===== src/usp_pkg.sv =====
// Package for the URL component splitter: sizes, byte classes, result record.
// Used by every RTL module of the block; depends on nothing.
`default_nettype none

package usp_pkg;

  localparam int MAX_URL_LEN = 4096;
  localparam int POS_W = 12;
  localparam int POS_CAP_I = ((MAX_URL_LEN - 1) < 4095) ? (MAX_URL_LEN - 1) : 4095;
  localparam logic [POS_W-1:0] POS_CAP = POS_CAP_I[POS_W-1:0];

  localparam int CH_W = 8;
  localparam logic [CH_W-1:0] CH_SLASH = 8'h2F;
  localparam logic [CH_W-1:0] CH_COLON = 8'h3A;
  localparam logic [CH_W-1:0] CH_END = 8'h00;

  localparam int QUEUE_DEPTH = 4;
  localparam int QA_W = $clog2(QUEUE_DEPTH);
  localparam int QCNT_W = $clog2(QUEUE_DEPTH + 1);
  localparam logic [QCNT_W-1:0] QUEUE_FULL = QCNT_W'(QUEUE_DEPTH);

  typedef enum logic [1:0] {
    CLS_OTHER,
    CLS_SLASH,
    CLS_COLON,
    CLS_END
  } cls_t;

  typedef struct packed {
    logic valid;
    cls_t cls;
  } cls_beat_t;

  typedef struct packed {
    logic             has_scheme;
    logic             has_domain;
    logic             has_port_part;
    logic             has_path_part;
    logic [POS_W-1:0] scheme_len;
    logic [POS_W-1:0] domain_start;
    logic [POS_W-1:0] domain_len;
    logic [POS_W-1:0] port_start;
    logic [POS_W-1:0] port_len;
    logic [POS_W-1:0] path_start;
    logic [POS_W-1:0] path_len;
    logic             overflow;
  } res_t;

endpackage

`default_nettype wire


===== src/usp_front.sv =====
// Front stage: accepts URL bytes and registers their class.
// Depends on usp_pkg.
`default_nettype none

module usp_front (
  input  wire logic                     clk,
  input  wire logic                     rst,
  input  wire logic                     in_valid,
  output logic                          in_ready,
  input  wire logic [usp_pkg::CH_W-1:0] ch,
  output usp_pkg::cls_beat_t            beat,
  input  wire logic                     beat_ready
);
  import usp_pkg::*;

  cls_t cls_in;
  logic take;

  always_comb begin
    if (ch == CH_SLASH) begin
      cls_in = CLS_SLASH;
    end else if (ch == CH_COLON) begin
      cls_in = CLS_COLON;
    end else if (ch == CH_END) begin
      cls_in = CLS_END;
    end else begin
      cls_in = CLS_OTHER;
    end
  end

  assign in_ready = !beat.valid || beat_ready;
  assign take = in_valid && in_ready;

  always_ff @(posedge clk) begin
    if (rst) begin
      beat.valid <= 1'b0;
    end else if (in_ready) begin
      beat.valid <= in_valid;
    end
    if (take) begin
      beat.cls <= cls_in;
    end
  end

endmodule

`default_nettype wire


===== src/usp_queue.sv =====
// Short class queue between the front stage and the parser.
// Depends on usp_pkg.
`default_nettype none

module usp_queue (
  input  wire logic               clk,
  input  wire logic               rst,
  input  wire usp_pkg::cls_beat_t in_beat,
  output logic                    in_ready,
  output usp_pkg::cls_beat_t      out_beat,
  input  wire logic               out_ready
);
  import usp_pkg::*;

  cls_t              slots [QUEUE_DEPTH];
  logic [QA_W-1:0]   wr_ptr;
  logic [QA_W-1:0]   rd_ptr;
  logic [QCNT_W-1:0] count;
  logic              push;
  logic              pop;

  assign in_ready = (count != QUEUE_FULL);
  assign push = in_beat.valid && in_ready;
  assign pop = out_beat.valid && out_ready;
  assign out_beat.valid = (count != '0);
  assign out_beat.cls = slots[rd_ptr];

  always_ff @(posedge clk) begin
    if (rst) begin
      wr_ptr <= '0;
      rd_ptr <= '0;
      count <= '0;
    end else begin
      if (push) begin
        wr_ptr <= wr_ptr + 1'b1;
      end
      if (pop) begin
        rd_ptr <= rd_ptr + 1'b1;
      end
      if (push && !pop) begin
        count <= count + 1'b1;
      end else if (pop && !push) begin
        count <= count - 1'b1;
      end
    end
    if (push) begin
      slots[wr_ptr] <= in_beat.cls;
    end
  end

endmodule

`default_nettype wire


===== src/usp_back.sv =====
// Back stage: parse-mode machine over byte classes and the result register.
// Depends on usp_pkg.
`default_nettype none

module usp_back (
  input  wire logic               clk,
  input  wire logic               rst,
  input  wire usp_pkg::cls_beat_t beat,
  output logic                    beat_ready,
  output logic                    out_valid,
  input  wire logic               out_ready,
  output usp_pkg::res_t           res
);
  import usp_pkg::*;

  typedef enum logic [2:0] {
    M_SCHEME,
    M_COLON,
    M_COLON_SLASH,
    M_DOMAIN,
    M_PORT,
    M_PATH
  } mode_t;

  function automatic logic [POS_W-1:0] sat(input logic [POS_W:0] v);
    return (v > {1'b0, POS_CAP}) ? POS_CAP : v[POS_W-1:0];
  endfunction

  function automatic logic [POS_W-1:0] span(input logic [POS_W-1:0] b,
                                            input logic [POS_W-1:0] e);
    return (e > b) ? (e - b) : '0;
  endfunction

  mode_t            mode, mode_next;
  logic [POS_W-1:0] pos, pos_next;
  logic [POS_W-1:0] colon_pos, colon_pos_next;
  logic [POS_W-1:0] dom_begin, dom_begin_next;
  logic [POS_W-1:0] dom_end, dom_end_next;
  logic [POS_W-1:0] port_begin, port_begin_next;
  logic [POS_W-1:0] port_end, port_end_next;
  logic [POS_W-1:0] path_begin, path_begin_next;
  logic             f_scheme, f_scheme_next;
  logic             f_domain, f_domain_next;
  logic             f_port, f_port_next;
  logic             f_path, f_path_next;
  logic             f_ovf, f_ovf_next;
  logic             done;
  logic             again;
  logic             consume;
  logic [POS_W:0]   pos_w;
  logic [POS_W:0]   col_w;
  res_t             res_d;

  assign pos_w = {1'b0, pos};
  assign col_w = {1'b0, colon_pos};
  assign consume = beat.valid && ((beat.cls != CLS_END) || !out_valid || out_ready);
  assign beat_ready = consume;

  always_comb begin
    mode_next = mode;
    pos_next = pos;
    colon_pos_next = colon_pos;
    dom_begin_next = dom_begin;
    dom_end_next = dom_end;
    port_begin_next = port_begin;
    port_end_next = port_end;
    path_begin_next = path_begin;
    f_scheme_next = f_scheme;
    f_domain_next = f_domain;
    f_port_next = f_port;
    f_path_next = f_path;
    f_ovf_next = f_ovf;
    done = 1'b0;
    again = 1'b0;

    case (mode)
      M_SCHEME: begin
        case (beat.cls)
          CLS_SLASH: begin
            f_domain_next = 1'b1;
            dom_end_next = pos;
            path_begin_next = sat(pos_w + 1'b1);
            mode_next = M_PATH;
          end
          CLS_COLON: begin
            colon_pos_next = pos;
            mode_next = M_COLON;
          end
          CLS_END: begin
            f_domain_next = 1'b1;
            dom_end_next = pos;
            done = 1'b1;
          end
          default: ;
        endcase
      end
      M_COLON: begin
        if (beat.cls == CLS_SLASH) begin
          mode_next = M_COLON_SLASH;
        end else begin
          f_domain_next = 1'b1;
          f_port_next = 1'b1;
          dom_end_next = colon_pos;
          port_begin_next = sat(col_w + 1'b1);
          mode_next = M_PORT;
          again = 1'b1;
        end
      end
      M_COLON_SLASH: begin
        if (beat.cls == CLS_SLASH) begin
          f_scheme_next = 1'b1;
          dom_begin_next = sat(col_w + 2'd3);
          mode_next = M_DOMAIN;
        end else begin
          f_domain_next = 1'b1;
          f_port_next = 1'b1;
          dom_end_next = colon_pos;
          port_begin_next = sat(col_w + 1'b1);
          port_end_next = sat(col_w + 1'b1);
          path_begin_next = sat(col_w + 2'd2);
          mode_next = M_PATH;
          again = 1'b1;
        end
      end
      M_DOMAIN: begin
        case (beat.cls)
          CLS_COLON: begin
            f_domain_next = 1'b1;
            f_port_next = 1'b1;
            dom_end_next = pos;
            port_begin_next = sat(pos_w + 1'b1);
            mode_next = M_PORT;
          end
          CLS_SLASH: begin
            f_domain_next = 1'b1;
            dom_end_next = pos;
            path_begin_next = sat(pos_w + 1'b1);
            mode_next = M_PATH;
          end
          CLS_END: begin
            f_domain_next = 1'b1;
            dom_end_next = pos;
            done = 1'b1;
          end
          default: ;
        endcase
      end
      M_PORT: begin
        if (beat.cls == CLS_SLASH) begin
          port_end_next = pos;
          path_begin_next = sat(pos_w + 1'b1);
          mode_next = M_PATH;
        end else if (beat.cls == CLS_END) begin
          port_end_next = pos;
          done = 1'b1;
        end
      end
      default: begin
        if (beat.cls == CLS_END) begin
          done = 1'b1;
        end else begin
          f_path_next = 1'b1;
        end
      end
    endcase

    // Replay the byte in the mode the colon look-ahead resolved to.
    if (again) begin
      case (mode_next)
        M_PORT: begin
          if (beat.cls == CLS_SLASH) begin
            port_end_next = pos;
            path_begin_next = sat(pos_w + 1'b1);
            mode_next = M_PATH;
          end else if (beat.cls == CLS_END) begin
            port_end_next = pos;
            done = 1'b1;
          end
        end
        default: begin
          if (beat.cls == CLS_END) begin
            done = 1'b1;
          end else begin
            f_path_next = 1'b1;
          end
        end
      endcase
    end

    res_d.has_scheme = f_scheme_next;
    res_d.has_domain = f_domain_next;
    res_d.has_port_part = f_port_next;
    res_d.has_path_part = f_path_next;
    res_d.scheme_len = f_scheme_next ? colon_pos_next : '0;
    res_d.domain_start = dom_begin_next;
    res_d.domain_len = span(dom_begin_next, dom_end_next);
    res_d.port_start = f_port_next ? port_begin_next : '0;
    res_d.port_len = f_port_next ? span(port_begin_next, port_end_next) : '0;
    res_d.path_start = f_path_next ? path_begin_next : '0;
    res_d.path_len = f_path_next ? span(path_begin_next, pos) : '0;
    res_d.overflow = f_ovf_next;

    if (!done) begin
      if (pos >= POS_CAP) begin
        f_ovf_next = 1'b1;
      end else begin
        pos_next = pos + 1'b1;
      end
    end
  end

  always_ff @(posedge clk) begin
    if (rst || (consume && done)) begin
      mode <= M_SCHEME;
      pos <= '0;
      colon_pos <= '0;
      dom_begin <= '0;
      dom_end <= '0;
      port_begin <= '0;
      port_end <= '0;
      path_begin <= '0;
      f_scheme <= 1'b0;
      f_domain <= 1'b0;
      f_port <= 1'b0;
      f_path <= 1'b0;
      f_ovf <= 1'b0;
    end else if (consume) begin
      mode <= mode_next;
      pos <= pos_next;
      colon_pos <= colon_pos_next;
      dom_begin <= dom_begin_next;
      dom_end <= dom_end_next;
      port_begin <= port_begin_next;
      port_end <= port_end_next;
      path_begin <= path_begin_next;
      f_scheme <= f_scheme_next;
      f_domain <= f_domain_next;
      f_port <= f_port_next;
      f_path <= f_path_next;
      f_ovf <= f_ovf_next;
    end

    if (rst) begin
      out_valid <= 1'b0;
    end else if (consume && done) begin
      out_valid <= 1'b1;
    end else if (out_ready) begin
      out_valid <= 1'b0;
    end
    if (consume && done) begin
      res <= res_d;
    end
  end

endmodule

`default_nettype wire


===== src/url_component_splitter.sv =====
// Top level of the URL component splitter: front stage, class queue, parser.
// Depends on usp_pkg, usp_front, usp_queue and usp_back.
//
//   channel | handshake            | payload
//   --------+----------------------+-------------------------------------------
//   input   | in_valid / in_ready  | ch: one URL byte per beat, zero ends URL
//   output  | out_valid/ out_ready | presence flags, offsets, lengths, overflow
//
// One byte per cycle sustained while no output stall holds a terminator; the parse-mode update in usp_back sets it.
// A terminator beat passes the front register and the class queue before the parser registers its result.
// Output stalls reach the parser only at a terminator; other bytes keep
// flowing through the four-entry queue.
// Synchronous reset clears the front stage, the queue, the parser and the output valid flag.
`default_nettype none

module url_component_splitter (
  input  wire logic                      clk,
  input  wire logic                      rst,
  input  wire logic                      in_valid,
  output logic                           in_ready,
  input  wire logic [usp_pkg::CH_W-1:0]  ch,
  output logic                           out_valid,
  input  wire logic                      out_ready,
  output logic                           has_scheme,
  output logic                           has_domain,
  output logic                           has_port_part,
  output logic                           has_path_part,
  output logic [usp_pkg::POS_W-1:0]      scheme_len,
  output logic [usp_pkg::POS_W-1:0]      domain_start,
  output logic [usp_pkg::POS_W-1:0]      domain_len,
  output logic [usp_pkg::POS_W-1:0]      port_start,
  output logic [usp_pkg::POS_W-1:0]      port_len,
  output logic [usp_pkg::POS_W-1:0]      path_start,
  output logic [usp_pkg::POS_W-1:0]      path_len,
  output logic                           overflow
);
  import usp_pkg::*;

  cls_beat_t front_beat;
  logic      front_ready;
  cls_beat_t queue_beat;
  logic      queue_ready;
  res_t      res;

  usp_front u_front (
    .clk        (clk),
    .rst        (rst),
    .in_valid   (in_valid),
    .in_ready   (in_ready),
    .ch         (ch),
    .beat       (front_beat),
    .beat_ready (front_ready)
  );

  usp_queue u_queue (
    .clk       (clk),
    .rst       (rst),
    .in_beat   (front_beat),
    .in_ready  (front_ready),
    .out_beat  (queue_beat),
    .out_ready (queue_ready)
  );

  usp_back u_back (
    .clk        (clk),
    .rst        (rst),
    .beat       (queue_beat),
    .beat_ready (queue_ready),
    .out_valid  (out_valid),
    .out_ready  (out_ready),
    .res        (res)
  );

  assign has_scheme = res.has_scheme;
  assign has_domain = res.has_domain;
  assign has_port_part = res.has_port_part;
  assign has_path_part = res.has_path_part;
  assign scheme_len = res.scheme_len;
  assign domain_start = res.domain_start;
  assign domain_len = res.domain_len;
  assign port_start = res.port_start;
  assign port_len = res.port_len;
  assign path_start = res.path_start;
  assign path_len = res.path_len;
  assign overflow = res.overflow;

endmodule

`default_nettype wire


===== config.mk =====
export PLATFORM = sky130hd
export DESIGN_NAME = url_component_splitter
export DESIGN_NICKNAME = d
export VERILOG_FILES = /design/src/usp_pkg.sv /design/src/usp_front.sv /design/src/usp_queue.sv /design/src/usp_back.sv /design/src/url_component_splitter.sv
export SDC_FILE = /design/constraint.sdc
export NUM_CORES = 1
export LEC_CHECK = 0
export BUFFER_PORTS_ARGS = -buffer_cell sky130_fd_sc_hd__buf_2
export CORE_MARGIN = 2
export CORE_UTILIZATION = 61
export DETAILED_ROUTE_END_ITERATION = 10
export PLACE_DENSITY = 0.81
export SLEW_MARGIN = 20
export SYNTH_ARGS = -nofsm -noshare
export SYNTH_HDL_FRONTEND = slang
export SYNTH_SLANG_ARGS = --single-unit

===== constraint.sdc =====
create_clock -name clk -period 9.7 [get_ports clk]
set_input_delay 1.455 -clock clk [delete_from_list [all_inputs] [get_ports clk]]
set_output_delay 1.455 -clock clk [all_outputs]
set_load 0.005 [all_outputs]

# Yosys cells after proc, flatten, opt, wreduce, memory -nomap -nowiden
# Memories as Yosys holds them, arrays and structs flattened. A register that Yosys moved wholly into a read port is not among the register bits.
# Index checks and enable logic that the tools add are counted.
[totals]
register_bits = 192
ramBits = 8
out_inout_bits = 91
n_memories = 1
[memory_table]
columns = ["memory", "depth", "word_bits", "rd", "rd_ports_with_merged_regs", "wr", "line", "rtl"]
rows = [
  ["u_queue.slots", 4, 2, 1, 1, 1, "usp_queue.sv:15", "cls_t slots [QUEUE_DEPTH];"],
]
[op_classes]
n_addsub = 12
n_lt_le_gt_ge = 8
eq_ne = 12
mux = 71
bitwise = 2
reduce_logical = 29
[op_table]
columns = ["op", "n"]
rows = [
  ["$mux 12", 25],
  ["$pmux 12 s2", 3],
  ["$gt 13x12->1 const B", 4],
  ["$gt 12x12->1", 3],
  ["$pmux 12 s3", 1],
  ["$sub 12x12->12", 3],
  ["$add 12x1->13 const B", 2],
  ["$add 12x2->13 const B", 2],
  ["$mux 1", 24],
  ["$mux 3", 8],
  ["$eq 8x6->1 const B", 2],
  ["$pmux 3 s5", 1],
  ["$add 12x1->12 const B", 1],
  ["$ge 12x12->1 const B", 1],
  ["$pmux 3 s2", 2],
  ["$logic_not 8->1", 1],
  ["$mux 2", 4],
  ["$logic_and 1x1->1", 7],
  ["$eq 3x2->1 const B", 2],
  ["$eq 3x3->1 const B", 2],
  ["$reduce_and 3->1", 2],
  ["$reduce_or 3->1", 2],
  ["$reduce_or 5->1", 1],
  ["$add 2x1->2 const B", 2],
  ["17 further kinds", 29],
]

# Longest topological paths before layout
[logic_depth]
ltp_word = 11
ltp_mapped = 19
mapped_depth_nobuf = 17

# Modules after synthesis
# Synthesis repeated with hierarchy kept, for this count alone.
[unflattened]
hier_cells = 1371
hier_area_um2 = 12244.2
[modules_own_cells]
columns = ["mod", "n_inst", "cells_each", "area_per_inst_um2"]
rows = [
  ["usp_back", 1, 1298, 11303.3],
  ["usp_queue", 1, 58, 767.0],
  ["usp_front", 1, 15, 173.9],
]

# Worst setup path after synthesis
# OpenSTA, ideal clock, no wires.
[synth_timing]
kind = "in2reg"
from = "input out_ready"
to = "register u_back.dom_begin[8]"
t_arrival_ns = 7.770
required_ns = 9.572
path_slack_ns = 1.803
path_stages = 8
n_path_buf = 2
path_cell_list = "nand3b_1 o31a_1 inv_1 nor4_2 or2_1 clkbuf_1 clkbuf_1 nor2_1"
[synth_via]
elab_chain_cells = 4
[synth_rtl]
columns = ["item", "line", "rtl"]
rows = [
  ["start: declaration", "url_component_splitter.sv:23", "input wire logic out_ready,"],
  ["$logic_or 1x1->1 (*)", "usp_back.sv:56", "assign consume = beat.valid && ((beat.cls != CLS_END) || !out_valid || out_ready);"],
  ["$logic_and 1x1->1 (*)", "usp_back.sv:56", ""],
  ["$logic_and 1x1->1", "usp_back.sv:213", "if (rst || (consume && done)) begin"],
  ["$logic_or 1x1->1", "usp_back.sv:213", ""],
  ["end signal: assignment", "usp_back.sv:231", "dom_begin <= dom_begin_next;"],
  ["end: declaration", "usp_back.sv:37", "logic [POS_W-1:0] dom_begin, dom_begin_next;"],
]
# Mark *: on every way between the ends. The rest lies on a longest branch, timed or not.
# A chain may end at the register's enable or synchronous reset.

==> reports/qor.csv <==
metric,value,unit
final number of max-transition violations,0,
I/O pin cnt,103,
first-pass GRT wire length,58.8,mm
ant diodes,0,
Pleak,0.00518,uW
Hold Crit Start,u_back.f_ovf,
share of cells above drive strength 1,0.126,
share of power burned in registers,0.287,
Area Overhead vs Synth,10.8,%
Internal Pwr Total,2580,uW
DP Cell Count,1732,
register area share after synthesis,0.406,
Slew headroom,0.267,
post-synthesis compound-gate area fraction,0.214,
HPWL after DPL,26.2,mm
worst hold path class,register to register,
routed wire length,37.6,mm
Residual DRC,0,
switching part of the total power,0.435,
final setup vio count,0,
setup TNS,0,ns
main combinational cell family by area after synthesis,compound AO/OA/AOI/OAI gates,
clk_lat worst skew,0.52,ns
"commonest non-fill, non-tap cell in the layout",nor2_1,
Max Buffers Root-to-Sink,3,
top cell type's share of synthesized area,0.240,
unrepaired setup endpoints after global routing,no,
Post-Synth Adder-Cell Area,0.0620,
Total GRT Usage,0.344,
final period demand of the worst path,5.49,ns
pin count of the biggest net entering global routing,64,
post-synthesis mux area share,0.0209,
"Data arrival, critical path",5.79,ns
Vias,11400,
Worst-path clk slew,0.06,ns
DRT antenna net count,0,
DR WL/cell,21.2,um
syn nets,1507,
Clock Power Share,0.187,
unique cell type count in the Yosys netlist,88,
Syn Area/Cell,8.63,um2
Hold WS,0.441,ns
synthesized instance count,1436,
postcts setup bufs,0,
initial antenna violation count,0,
Iteration-0 DRC Markers,1245,
worst setup path class,register to register,
Worst EP required,9.99,ns
nets,1558,
Chip Height,147,um
Worst Clk Skew,0.0196,ns
Final Hold Vio Count,0,
cts hold-fix bufs,0,
Post-synth EDFFs,99,
synthesized area,0.0124,mm2
power per cell area,333,mW/mm2
clk sink count,202,
Placer Congestion,0.999,
Max VDD drop,0.000272,V
max-cap violation count,0,
detailed-router iteration count before antenna repair,6,
Synth Register Bits,202,
root buffer cell,clkbuf_16,
Switch Pwr,1990,uW
Simple-Gate Fraction of Synth Area,0.211,
"commonest non-fill, non-tap cells in the layout","nor2_1, nand2_1, dfxtp_1",
"FFs w/ async S/R, synth",0,
Synth Area in XOR/XNOR,0.0375,
"Top FF cell, synth",dfxtp_1,
Syn. warnings,0,
Port Buf Inserts,102,
Final WS setup,4.21,ns
Startpoint Class,register,
pre-CTS WS,4.43,ns
Tightest Pin Transition,1.09,ns
main area contributors after synthesis,"edfxtp_1, dfxtp_1, nor2_1",
core area,0.0201,mm2
grt ovf,0,
CP Max Fanout,33,
status,"finished, final reports clean",
die span in x,147,um
Die ar.,0.0215,mm2
CTS tree,built,
period utilisation layout,0.566,
htree depth,1,
Comb pwr share,0.526,
number of CTS-inserted buffers,23,
post-CTS sizing,0,
Filler cells,1604,
"Cell Count, Final, Fillers Out",1773,
number of global-route vias before repair,10500,
Worst Setup End Kind,register,
biggest area consumer among synthesized cells,edfxtp_1,
fmax,182,MHz
Initial Util,0.617,
Site Rows,52,
Via-to-Cell Ratio,6.45,
==> power groups by stage <==
stage | clock (uW) | combinational [uW] | sequential [uW]
floorplan | 0 | 1700 | 1350
global placement | 0 | 2310 | 1320
detailed placement | 0 | 2350 | 1320
CTS | 863 | 2370 | 1310
global route | 895 | 2650 | 1330
finish | 857 | 2400 | 1310
==> area by class of cell <==
type | instances | area [um2] | share of cell area
Multi-Input combinational cell | 1088 | 6770 | 0.493
Sequential cell | 202 | 5030 | 0.367
Timing Repair Buffer | 123 | 668 | 0.0487
Clock buffer | 31 | 658 | 0.0479
Tap cell | 270 | 338 | 0.0246
Inverter | 49 | 184 | 0.0134
Clock inverter | 10 | 78.8 | 0.00574
==> worst paths after layout <==
kind	to	slack, ns	cells past startpoint
max	u_back.res[36]	4.21	13
min	u_back.res[0]	0.44	0
max reg2reg	u_back.res[36]	4.21	13
min reg2reg	u_back.res[0]	0.44	0
==> flip-flops by register name, indices dropped and copies added (netlist names), named ones only <==
name,flops
u_back.f_port,1
u_back.path_begin,12
u_back.mode,3
u_front.beat,3
u_back.port_end,12
u_queue.rd_ptr,2
u_back.dom_begin,12
u_back.f_scheme,1
u_back.colon_pos,12
u_queue.slots,8
u_queue.count,3
u_back.out_valid,1
u_back.dom_end,12
u_back.f_path,1
u_back.pos,12
u_back.res,89
u_queue.wr_ptr,2
u_back.port_begin,12
u_back.f_ovf,1
u_back.f_domain,1
==> critical path, cell delays in order (launching register included) <==
cell and delay [ns]:
dfxtp_1 0.38, mux4_2 0.69, ha_1 0.28, buf_4 0.24
a31oi_1 0.84, nand2b_1 0.24, a221oi_1 0.62, ha_1 0.37
nor2b_1 0.13, o21ai_0 0.25, a21oi_1 0.14, o31ai_1 0.57
nor3_1 0.13, a2111oi_1 0.38
==> cell usage after synthesis (all sizes together), types with 22 or more instances <==
cell and n:
edfxtp 99, dfxtp 103, nor2 193, buf 38
a21oi 101, a211oi 25, nand3 49, clkbuf 59
inv 48, xnor2 31, nand2 133, o21ai 88
nor3 43, ha 55, xor2 22, a31oi 33
==> metrics by stage <==
step	cell area (um2)	utilization	total power, uW
6_report	13700	0.683	4570
5_1_grt	13700	0.683	4870
4_1_cts	13700	0.683	4540
3_5_place_dp	13000	0.646	3670
3_3_place_gp	13000	0.646	3630
2_1_floorplan	12400	-	3040
==> layer usage <==
metal,routed length [um],share of wire,global-route usage,vias up
li1,-,-,-,5358
met4,1820,0.048,0.163,0
met1,15600,0.42,0.474,5342
met5,0,0,0,-
met2,16800,0.45,0.533,628
met3,3300,0.088,0.0550,108
==> kinds of logic after synthesis <==
logic type               count (synthesis)
AO/OA/AOI/OAI                          402
XOR/XNOR                                53
adder cells (fa/ha/maj)                 59
buffers and inverters                  146
flip-flops                             202
multiplexers                            23
AND/OR/NAND/NOR                        551
Power figures use the tool's default switching activity.
